--- src/rtl/core/sird_pkg.sv ---
// ----------------------------------------------------------------------------
// Signed integer to radix digits: shared definitions
// Constants, register indexes, state codes and the alphabet lookup used by
// the conversion block.
// ----------------------------------------------------------------------------
package sird_pkg;

  localparam int VALUE_W        = 32;
  localparam int VALUE_BITS_DEF = 32;
  localparam int MAX_RADIX_DEF  = 16;

  localparam int CFG_RADIX_W = 5;
  localparam int CFG_INDEX_W = 2;
  localparam int CFG_DATA_W  = 64;

  localparam int SYMBOL_W    = 8;
  localparam int SYM_COUNT   = 16;
  localparam int SYM_IDX_W   = 4;
  localparam int SYMS_W      = SYM_COUNT * SYMBOL_W;

  localparam int QUEUE_DEPTH = 2;

  localparam logic [CFG_RADIX_W-1:0] RADIX_RESET   = 5'd10;
  localparam logic [CFG_DATA_W-1:0]  SYMS_LO_RESET = 64'h3736_3534_3332_3130;
  localparam logic [CFG_DATA_W-1:0]  SYMS_HI_RESET = 64'h6665_6463_6261_3938;
  localparam logic [SYMBOL_W-1:0]    MINUS_BYTE    = 8'h2D;

  typedef enum logic [CFG_INDEX_W-1:0] {
    REG_RADIX   = 2'd0,
    REG_SYMS_LO = 2'd1,
    REG_SYMS_HI = 2'd2
  } sird_reg_e;

  typedef enum logic [1:0] {
    ST_IDLE,
    ST_MUL,
    ST_DIV,
    ST_EMIT
  } sird_state_e;

  function automatic logic [SYMBOL_W-1:0] lookup_symbol(
    input logic [SYMS_W-1:0]    syms,
    input logic [SYM_IDX_W-1:0] idx
  );
    return syms[{idx, 3'b000} +: SYMBOL_W];
  endfunction

endpackage

--- src/rtl/core/sird_front.sv ---
// ----------------------------------------------------------------------------
// Signed integer to radix digits: front end
// Accepts input requests and splits each value into a sign flag and an
// unsigned magnitude, held in a register stage ahead of the queue.
// ----------------------------------------------------------------------------
module sird_front #(
  parameter int VALUE_BITS = sird_pkg::VALUE_BITS_DEF
) (
  input  logic                         clk_i,
  input  logic                         rst_ni,
  input  logic                         in_valid_i,
  output logic                         in_stall_o,
  input  logic [sird_pkg::VALUE_W-1:0] value_i,
  output logic                         item_valid_o,
  input  logic                         item_ready_i,
  output logic [VALUE_BITS:0]          item_data_o
);

  logic                  valid_q, valid_d;
  logic                  neg_q, neg_d;
  logic [VALUE_BITS-1:0] mag_q, mag_d;
  logic [VALUE_BITS-1:0] raw;
  logic                  accept;

  assign raw        = value_i[VALUE_BITS-1:0];
  assign in_stall_o = valid_q && !item_ready_i;
  assign accept     = in_valid_i && !in_stall_o;

  always_comb begin
    valid_d = valid_q && !item_ready_i;
    neg_d   = neg_q;
    mag_d   = mag_q;
    if (accept) begin
      valid_d = 1'b1;
      neg_d   = raw[VALUE_BITS-1];
      mag_d   = raw[VALUE_BITS-1] ? (~raw + VALUE_BITS'(1)) : raw;
    end
  end

  always_ff @(posedge clk_i or negedge rst_ni) begin
    if (!rst_ni) begin
      valid_q <= 1'b0;
    end else begin
      valid_q <= valid_d;
    end
  end

  always_ff @(posedge clk_i) begin
    neg_q <= neg_d;
    mag_q <= mag_d;
  end

  assign item_valid_o = valid_q;
  assign item_data_o  = {neg_q, mag_q};

endmodule

--- src/rtl/core/sird_queue.sv ---
// ----------------------------------------------------------------------------
// Signed integer to radix digits: request queue
// A small first-in first-out buffer between the front end and the digit
// converter, so that each side can stall on its own.
// ----------------------------------------------------------------------------
module sird_queue #(
  parameter int WIDTH = sird_pkg::VALUE_BITS_DEF + 1,
  parameter int DEPTH = sird_pkg::QUEUE_DEPTH
) (
  input  logic             clk_i,
  input  logic             rst_ni,
  input  logic             push_valid_i,
  output logic             push_ready_o,
  input  logic [WIDTH-1:0] push_data_i,
  output logic             pop_valid_o,
  input  logic             pop_ready_i,
  output logic [WIDTH-1:0] pop_data_o
);

  localparam int PTR_W = (DEPTH > 1) ? $clog2(DEPTH) : 1;
  localparam int CNT_W = $clog2(DEPTH + 1);

  logic [WIDTH-1:0] entry_q [DEPTH];
  logic [PTR_W-1:0] wr_ptr_q, wr_ptr_d;
  logic [PTR_W-1:0] rd_ptr_q, rd_ptr_d;
  logic [CNT_W-1:0] count_q, count_d;
  logic             do_push, do_pop;

  assign push_ready_o = count_q != CNT_W'(DEPTH);
  assign pop_valid_o  = count_q != '0;
  assign do_push      = push_valid_i && push_ready_o;
  assign do_pop       = pop_valid_o && pop_ready_i;
  assign pop_data_o   = entry_q[rd_ptr_q];

  always_comb begin
    wr_ptr_d = wr_ptr_q;
    rd_ptr_d = rd_ptr_q;
    count_d  = count_q;
    if (do_push) begin
      wr_ptr_d = (wr_ptr_q == PTR_W'(DEPTH - 1)) ? '0 : wr_ptr_q + PTR_W'(1);
    end
    if (do_pop) begin
      rd_ptr_d = (rd_ptr_q == PTR_W'(DEPTH - 1)) ? '0 : rd_ptr_q + PTR_W'(1);
    end
    if (do_push && !do_pop) begin
      count_d = count_q + CNT_W'(1);
    end else if (do_pop && !do_push) begin
      count_d = count_q - CNT_W'(1);
    end
  end

  always_ff @(posedge clk_i or negedge rst_ni) begin
    if (!rst_ni) begin
      wr_ptr_q <= '0;
      rd_ptr_q <= '0;
      count_q  <= '0;
    end else begin
      wr_ptr_q <= wr_ptr_d;
      rd_ptr_q <= rd_ptr_d;
      count_q  <= count_d;
    end
  end

  always_ff @(posedge clk_i) begin
    if (do_push) begin
      entry_q[wr_ptr_q] <= push_data_i;
    end
  end

endmodule

--- src/rtl/core/sird_back.sv ---
// ----------------------------------------------------------------------------
// Signed integer to radix digits: digit converter
// Divides the magnitude by the radix once per digit through a reciprocal
// multiply with one correction step, stacks the digits and then sends the
// sign and the digits, most significant first, through an output register.
// ----------------------------------------------------------------------------
module sird_back #(
  parameter int VALUE_BITS = sird_pkg::VALUE_BITS_DEF,
  parameter int MAX_RADIX  = sird_pkg::MAX_RADIX_DEF,
  localparam int RADIX_W   = $clog2(MAX_RADIX + 1)
) (
  input  logic                          clk_i,
  input  logic                          rst_ni,
  input  logic                          item_valid_i,
  output logic                          item_ready_o,
  input  logic [VALUE_BITS:0]           item_data_i,
  input  logic [RADIX_W-1:0]            radix_i,
  input  logic [sird_pkg::SYMS_W-1:0]   symbols_i,
  output logic                          out_valid_o,
  input  logic                          out_stall_i,
  output logic [sird_pkg::SYMBOL_W-1:0] symbol_o,
  output logic                          last_o
);

  localparam int DIGIT_W = $clog2(MAX_RADIX);
  localparam int REM_W   = $clog2(2 * MAX_RADIX);
  localparam int SMAX    = $clog2(MAX_RADIX + 1) - 1;
  localparam int SH_W    = (SMAX > 0) ? $clog2(SMAX + 1) : 1;
  localparam int CNT_W   = $clog2(VALUE_BITS + 1);
  localparam int PROD_W  = 2 * VALUE_BITS;

  sird_pkg::sird_state_e state_q, state_d;

  logic [VALUE_BITS-1:0]         num_q, num_d;
  logic                          neg_q, neg_d;
  logic [PROD_W-1:0]             prod_q, prod_d;
  logic [CNT_W-1:0]              cnt_q, cnt_d;
  logic                          sign_pend_q, sign_pend_d;
  logic [DIGIT_W-1:0]            stack_q [VALUE_BITS];
  logic                          out_valid_q, out_valid_d;
  logic [sird_pkg::SYMBOL_W-1:0] symbol_q, symbol_d;
  logic                          last_q, last_d;

  logic [VALUE_BITS-1:0] recip_tbl [MAX_RADIX + 1];
  logic [SH_W-1:0]       shift_tbl [MAX_RADIX + 1];
  logic [VALUE_BITS-1:0] recip_sel;
  logic [SH_W-1:0]       shift_sel;
  logic [VALUE_BITS-1:0] q_est, quot;
  logic [2*REM_W-1:0]    qr;
  logic [REM_W-1:0]      rem, rem_fix;
  logic                  fix;
  logic [DIGIT_W-1:0]    digit;
  logic                  push, pop, load_ok;

  for (genvar g = 0; g <= MAX_RADIX; g++) begin : g_rcp
    if (g < 2) begin : g_none
      assign recip_tbl[g] = '0;
      assign shift_tbl[g] = '0;
    end else begin : g_div
      localparam int G = g;
      localparam int S = $clog2(G + 1) - 1;
      localparam logic [63:0] NUM = (64'd1 << (VALUE_BITS + S)) - 64'd1;
      localparam logic [63:0] RCP = NUM / G;
      assign recip_tbl[g] = RCP[VALUE_BITS-1:0];
      assign shift_tbl[g] = SH_W'(S);
    end
  end

  assign recip_sel = recip_tbl[radix_i];
  assign shift_sel = shift_tbl[radix_i];

  // The estimate is the true quotient or one below it.
  assign q_est   = prod_q[PROD_W-1:VALUE_BITS] >> shift_sel;
  assign qr      = (2 * REM_W)'(q_est[REM_W-1:0]) * (2 * REM_W)'(radix_i);
  assign rem     = num_q[REM_W-1:0] - qr[REM_W-1:0];
  assign fix     = rem >= REM_W'(radix_i);
  assign rem_fix = fix ? (rem - REM_W'(radix_i)) : rem;
  assign digit   = rem_fix[DIGIT_W-1:0];
  assign quot    = fix ? (q_est + VALUE_BITS'(1)) : q_est;
  assign load_ok = !out_valid_q || !out_stall_i;

  always_comb begin
    state_d     = state_q;
    num_d       = num_q;
    neg_d       = neg_q;
    prod_d      = prod_q;
    cnt_d       = cnt_q;
    sign_pend_d = sign_pend_q;
    out_valid_d = out_valid_q && out_stall_i;
    symbol_d    = symbol_q;
    last_d      = last_q;
    push        = 1'b0;
    pop         = 1'b0;
    case (state_q)
      sird_pkg::ST_IDLE: begin
        if (item_valid_i) begin
          neg_d   = item_data_i[VALUE_BITS];
          num_d   = item_data_i[VALUE_BITS-1:0];
          cnt_d   = '0;
          state_d = sird_pkg::ST_MUL;
        end
      end
      sird_pkg::ST_MUL: begin
        prod_d  = PROD_W'(num_q) * PROD_W'(recip_sel);
        state_d = sird_pkg::ST_DIV;
      end
      sird_pkg::ST_DIV: begin
        push  = 1'b1;
        cnt_d = cnt_q + CNT_W'(1);
        num_d = quot;
        if (quot == '0) begin
          sign_pend_d = neg_q;
          state_d     = sird_pkg::ST_EMIT;
        end else begin
          state_d = sird_pkg::ST_MUL;
        end
      end
      sird_pkg::ST_EMIT: begin
        if (load_ok) begin
          out_valid_d = 1'b1;
          if (sign_pend_q) begin
            symbol_d    = sird_pkg::MINUS_BYTE;
            last_d      = 1'b0;
            sign_pend_d = 1'b0;
          end else begin
            symbol_d = sird_pkg::lookup_symbol(symbols_i,
                                               sird_pkg::SYM_IDX_W'(stack_q[0]));
            last_d   = cnt_q == CNT_W'(1);
            pop      = 1'b1;
            cnt_d    = cnt_q - CNT_W'(1);
            if (cnt_q == CNT_W'(1)) begin
              state_d = sird_pkg::ST_IDLE;
            end
          end
        end
      end
      default: begin
        state_d = sird_pkg::ST_IDLE;
      end
    endcase
  end

  always_ff @(posedge clk_i or negedge rst_ni) begin
    if (!rst_ni) begin
      state_q     <= sird_pkg::ST_IDLE;
      cnt_q       <= '0;
      sign_pend_q <= 1'b0;
      out_valid_q <= 1'b0;
    end else begin
      state_q     <= state_d;
      cnt_q       <= cnt_d;
      sign_pend_q <= sign_pend_d;
      out_valid_q <= out_valid_d;
    end
  end

  always_ff @(posedge clk_i) begin
    num_q    <= num_d;
    neg_q    <= neg_d;
    prod_q   <= prod_d;
    symbol_q <= symbol_d;
    last_q   <= last_d;
  end

  // Digits are pushed least significant first, so the top holds the next one out.
  always_ff @(posedge clk_i) begin
    if (push) begin
      stack_q[0] <= digit;
      for (int i = 1; i < VALUE_BITS; i++) begin
        stack_q[i] <= stack_q[i-1];
      end
    end else if (pop) begin
      for (int i = 0; i < VALUE_BITS - 1; i++) begin
        stack_q[i] <= stack_q[i+1];
      end
    end
  end

  assign item_ready_o = state_q == sird_pkg::ST_IDLE;
  assign out_valid_o  = out_valid_q;
  assign symbol_o     = symbol_q;
  assign last_o       = last_q;

endmodule

--- src/rtl/core/signed_integer_to_radix_digits_top.sv ---
// ----------------------------------------------------------------------------
// Signed integer to radix digits
// Converts a signed integer to its text in a configurable radix and alphabet,
// one character per output request, most significant digit first.
//
// The input channel (in_valid_i, in_stall_o, value_i) takes one value per
// request. The output channel (out_valid_o, out_stall_i, symbol_o, last_o)
// gives a minus byte for negative values, then the digits; last_o marks the
// final character. The write channel (cfg_valid_i, cfg_ready_o, cfg_index_i,
// cfg_data_i) sets the radix and the two alphabet halves, and is always ready.
// A value occupies the converter while it is taken from the queue, divided
// with one reciprocal multiply and one correction per digit, and sent one
// character at a time. A front register and a two-entry queue hold later
// requests while a value is converted. Reset empties the queue and restores
// radix ten with the alphabet of digits and lower-case letters. While the
// receiver stalls, the held character stays put and the converter waits
// before sending the next one.
// ----------------------------------------------------------------------------
module signed_integer_to_radix_digits_top #(
  parameter int VALUE_BITS = sird_pkg::VALUE_BITS_DEF,
  parameter int MAX_RADIX  = sird_pkg::MAX_RADIX_DEF
) (
  input  logic                             clk_i,
  input  logic                             rst_ni,
  input  logic                             in_valid_i,
  output logic                             in_stall_o,
  input  logic [sird_pkg::VALUE_W-1:0]     value_i,
  output logic                             out_valid_o,
  input  logic                             out_stall_i,
  output logic [sird_pkg::SYMBOL_W-1:0]    symbol_o,
  output logic                             last_o,
  input  logic                             cfg_valid_i,
  output logic                             cfg_ready_o,
  input  logic [sird_pkg::CFG_INDEX_W-1:0] cfg_index_i,
  input  logic [sird_pkg::CFG_DATA_W-1:0]  cfg_data_i
);

  localparam int RADIX_W = $clog2(MAX_RADIX + 1);

  logic [sird_pkg::CFG_RADIX_W-1:0] radix_q;
  logic [sird_pkg::CFG_DATA_W-1:0]  syms_lo_q;
  logic [sird_pkg::CFG_DATA_W-1:0]  syms_hi_q;
  logic [RADIX_W-1:0]               radix_eff;

  logic                  front_valid, front_ready;
  logic [VALUE_BITS:0]   front_data;
  logic                  queue_valid, queue_ready;
  logic [VALUE_BITS:0]   queue_data;

  assign cfg_ready_o = 1'b1;

  always_ff @(posedge clk_i or negedge rst_ni) begin
    if (!rst_ni) begin
      radix_q   <= sird_pkg::RADIX_RESET;
      syms_lo_q <= sird_pkg::SYMS_LO_RESET;
      syms_hi_q <= sird_pkg::SYMS_HI_RESET;
    end else if (cfg_valid_i && cfg_ready_o) begin
      case (cfg_index_i)
        sird_pkg::REG_RADIX: begin
          radix_q <= cfg_data_i[sird_pkg::CFG_RADIX_W-1:0];
        end
        sird_pkg::REG_SYMS_LO: begin
          syms_lo_q <= cfg_data_i;
        end
        sird_pkg::REG_SYMS_HI: begin
          syms_hi_q <= cfg_data_i;
        end
        default: begin
        end
      endcase
    end
  end

  always_comb begin
    if (radix_q < sird_pkg::CFG_RADIX_W'(2)) begin
      radix_eff = RADIX_W'(2);
    end else if (radix_q > sird_pkg::CFG_RADIX_W'(MAX_RADIX)) begin
      radix_eff = RADIX_W'(MAX_RADIX);
    end else begin
      radix_eff = RADIX_W'(radix_q);
    end
  end

  sird_front #(
    .VALUE_BITS(VALUE_BITS)
  ) u_front (
    .clk_i       (clk_i),
    .rst_ni      (rst_ni),
    .in_valid_i  (in_valid_i),
    .in_stall_o  (in_stall_o),
    .value_i     (value_i),
    .item_valid_o(front_valid),
    .item_ready_i(front_ready),
    .item_data_o (front_data)
  );

  sird_queue #(
    .WIDTH(VALUE_BITS + 1),
    .DEPTH(sird_pkg::QUEUE_DEPTH)
  ) u_queue (
    .clk_i       (clk_i),
    .rst_ni      (rst_ni),
    .push_valid_i(front_valid),
    .push_ready_o(front_ready),
    .push_data_i (front_data),
    .pop_valid_o (queue_valid),
    .pop_ready_i (queue_ready),
    .pop_data_o  (queue_data)
  );

  sird_back #(
    .VALUE_BITS(VALUE_BITS),
    .MAX_RADIX (MAX_RADIX)
  ) u_back (
    .clk_i       (clk_i),
    .rst_ni      (rst_ni),
    .item_valid_i(queue_valid),
    .item_ready_o(queue_ready),
    .item_data_i (queue_data),
    .radix_i     (radix_eff),
    .symbols_i   ({syms_hi_q, syms_lo_q}),
    .out_valid_o (out_valid_o),
    .out_stall_i (out_stall_i),
    .symbol_o    (symbol_o),
    .last_o      (last_o)
  );

endmodule

--- config.mk ---
export PLATFORM = sky130hd
export DESIGN_NAME = signed_integer_to_radix_digits_top
export DESIGN_NICKNAME = d
export VERILOG_FILES = /design/src/rtl/core/sird_pkg.sv /design/src/rtl/core/sird_front.sv /design/src/rtl/core/sird_queue.sv /design/src/rtl/core/sird_back.sv /design/src/rtl/core/signed_integer_to_radix_digits_top.sv
export SDC_FILE = /design/constraint.sdc
export NUM_CORES = 2
export LEC_CHECK = 0
export BUFFER_PORTS_ARGS = -buffer_cell sky130_fd_sc_hd__buf_2
export CORE_MARGIN = 8
export CORE_UTILIZATION = 40
export DETAILED_ROUTE_END_ITERATION = 16
export GPL_TIMING_DRIVEN = 1
export PLACE_DENSITY = 0.59
export RECOVER_POWER = 25
export SYNTH_ARGS = -nofsm -noshare
export SYNTH_HDL_FRONTEND = slang
export SYNTH_SLANG_ARGS = --single-unit
--- constraint.sdc ---
create_clock -name clk_i -period 18.07 [get_ports clk_i]
set_input_delay 3.614 -clock clk_i [delete_from_list [all_inputs] [get_ports clk_i]]
set_output_delay 3.614 -clock clk_i [all_outputs]
set_load 0.1 [all_outputs]
==> impl_metrics.tcl <==
set metrics [dict create \
    status "finished, violations left" \
    violations "capacitance limit, slew limit" \
    dpl-instance-area_um2 53260 \
    clock_sinks 448 \
    tightest_slew_ns 2.869 \
    seq_area_frac_synth_pct 25.11 \
    synth_edf_count 300 \
    cts_tree "done" \
    max_freq_mhz 78.72 \
    drt_iter0_markers 2942 \
    gp_congestion 0.9583 \
    path_depth 34 \
    crit_path_start "radix_q[3]" \
    rsz0062_at_grt "false" \
    critical_path.reg2reg.startpoint "radix_q[3]" \
    grt_max_degree 76 \
    critPathBufInv 6 \
    hold_path_class "reg -> reg" \
    fp.dieH_um 372.8 \
    crit_required_ns 18.39 \
    die-area_um2 139000 \
    port_buffers 113 \
    hold_depth 0 \
    netlist_top_cells_area "fa_1, edfxtp_1, ha_1" \
    vias_per_cell 5.223 \
    die_x_um 372.8 \
    grtUsageMet2_pct 34.61 \
    final.min_clock_period_ns 12.70 \
    yosys.area.top_type_share_pct 32.04 \
    multi_input_area_um2 33550 \
    layout-area-overhead-vs-synth_pct 7.862 \
    cts.clk_slew.worst_paths_ns 0.07 \
    drive_gt1_share_pct 10.89 \
    utilization_pct 43.24 \
    start_kind "flop" \
    worstHoldStart "u_front.neg_q" \
    post_cts_buffers 0 \
    grtUsageTotal_pct 21.23 \
    crit_path_end_kind "flop" \
    hold_viol 0 \
    use_met3_pct 2.772 \
    grt-busiest-layer "met2" \
    crit_top_cell "fa_1" \
    grt.overflow.total 0 \
    routed-via-count 34590 \
    wire_per_inst_um 22.28 \
    clk_latency_ns 0.61 \
    rows 131 \
    synth_seq_cells 448 \
    root_buffer "clkbuf_16" \
    syn_area_um2 50930 \
    ctsLongestPathBuffers 3 \
    critPathKind "reg -> reg" \
    hold_slack_ns 0.4419 \
    fin_tns_setup_ns 0 \
    start_util_pct 40.09 \
    fillCellCount 12070 \
    cap_viol_max_count 8 \
    dp_hpwl_um 117800 \
    avgSynthCellArea_um2 10.37 \
    design_area_um2 54930 \
    crit_family "adder cells" \
    ys.flop_type "edfxtp_1" \
    grt_pass1_vias 36770 \
    synthesis.nets 6165 \
    slew_violations 326 \
    critPathMaxFanout 51 \
    max_slew_margin_pct -91.24 \
    arrival_ns 13.02 \
    regArea_um2 12790 \
    antenna_found_initial 7 \
    yosysWarnings 0 \
    setup_viol 0 \
    yosysTopAreaCell "fa_1" \
    grt_pass1_wl_um 227800 \
    hold_buffers 0 \
    htree_levels 2 \
    cp_slowest_cell "nand3_1" \
    synth-async-reset-ratio_pct 33.04 \
    num_io_pins 115 \
    grtUsageMet1_pct 29.05 \
    fin_nets 6173 \
    period_share_pct 70.30 \
    ant_nets 0 \
    syn_inst 4913 \
    numCtsBuffers 45 \
    drc 0 \
    max_stage_delay_ns 0.76 \
    firstDrtPassIters 5 \
    fin_skew_ns 0.03569 \
    core_um2 127000 \
    yosys.cell_types.count 90 \
    routed_wirelength_um 147600 \
    cts_resized 0 \
    r2r_cells 34 \
]
## synth_stat cells (all sizes together) (10+ instances only)
| cell type | number |
|---|---|
| a211oi | 17 |
| a21o | 32 |
| a21oi | 91 |
| a31o | 18 |
| a31oi | 28 |
| and2 | 176 |
| and3 | 19 |
| buf | 30 |
| clkbuf | 188 |
| dfrtp | 90 |
| dfstp | 58 |
| edfxtp | 300 |
| fa | 815 |
| ha | 334 |
| inv | 1004 |
| mux2 | 145 |
| mux2i | 39 |
| mux4 | 40 |
| nand2 | 776 |
| nand2b | 26 |
| nand3 | 18 |
| nand4 | 17 |
| nor2 | 128 |
| nor2b | 41 |
| nor3 | 21 |
| nor3b | 11 |
| nor4 | 15 |
| o211ai | 15 |
| o21a | 14 |
| o21ai | 79 |
| o21bai | 22 |
| o31ai | 23 |
| or3 | 12 |
| or4 | 10 |
| xnor2 | 111 |
| xor2 | 51 |
## state kept, by name, summed over array words and instances, names as in the netlist, 5 cells and up
name             flops
radix_q              5
syms_hi_q           64
syms_lo_q           64
u_back.cnt_q         6
u_back.num_q        32
u_back.prod_q       31
u_back.stack_q     128
u_back.symbol_o      8
u_front.mag_q       32
u_queue.entry_q     66
## layer usage
| metal | vias up | wire length (um) |
|---|---|---|
| met3 | 276 | 9665 |
| met5 | - | 0 |
| met2 | 1231 | 69260 |
| met4 | 0 | 6114 |
| met1 | 17610 | 62510 |
| li1 | 15470 | - |
## worst register-to-register path: cells and delay by family (launching register included)
kind	cells	cell delay, ns
XOR/XNOR	1	0.11
adder cells (fa/ha/maj)	10	4.58
flip-flops	1	0.52
AND/OR/NAND/NOR	7	2.25
AO/OA/AOI/OAI	10	3.76
buffers and inverters	6	1.24
## final timing paths
path	end	slack, ns
min in group asynchronous	syms_lo_q[62]	3.05
worst max-delay path	u_back.prod_q[63]	5.37
worst min-delay path	u_queue.entry_q[1][32]	0.44
worst min register to register	u_queue.entry_q[1][32]	0.44
worst max register to register	u_back.prod_q[63]	5.37
max in group asynchronous	syms_hi_q[0]	13.59
## cell type report
class / instances / area share, %
sequential: 448 / 23.28
antenna: 4 / 0.01822
clock inverter: 27 / 0.7517
timing repair buffer: 179 / 1.902
inverter: 1005 / 6.875
multi-input combinational: 3242 / 61.07
clock buffer: 56 / 2.317
tap: 1662 / 3.786
## layout by cell type, fill, tap and decap left out, drive strengths merged, types with 9 or more instances in the layout
cell,instances
o211ai,15
o21bai,22
a21oi,91
or4,10
dfstp,58
ha,334
xnor2,111
xor2,51
nor2b,41
clkbuf,62
nor4,15
and2,176
a21o,32
nand2b,26
bufinv,9
mux2,145
o21a,14
mux2i,39
or3,12
dfrtp,90
nand2,776
a211oi,17
a31oi,28
nor3b,11
o21ai,79
fa,815
o31ai,23
o22ai,9
nor2,128
buf,173
inv,1005
mux4,40
clkinv,14
edfxtp,300
nand3,18
nor3,21
and3,19
nand4,17
a31o,18
## through the flow
stage | worst slack (ns) | cells
2_1_floorplan | 7.764 | 4913
3_3_place_gp | 5.992 | 6536
3_5_place_dp | 5.615 | 6536
4_1_cts | 5.551 | 6619
5_1_grt | 4.734 | 6623
6_report | 5.367 | 6623
## logic make-up after synthesis
family / share of synthesized area (%)
mux: 5.742
flops: 25.11
buf+inv: 9.147
simple gates: 11.64
compound gates: 5.312
other cells: 0.007364
fa+ha+maj: 40.26
xor+xnor: 2.786
Power is left out: the tool's default activity adds up to more than one toggle a clock period on the data nets, which glitch-free logic cannot reach.
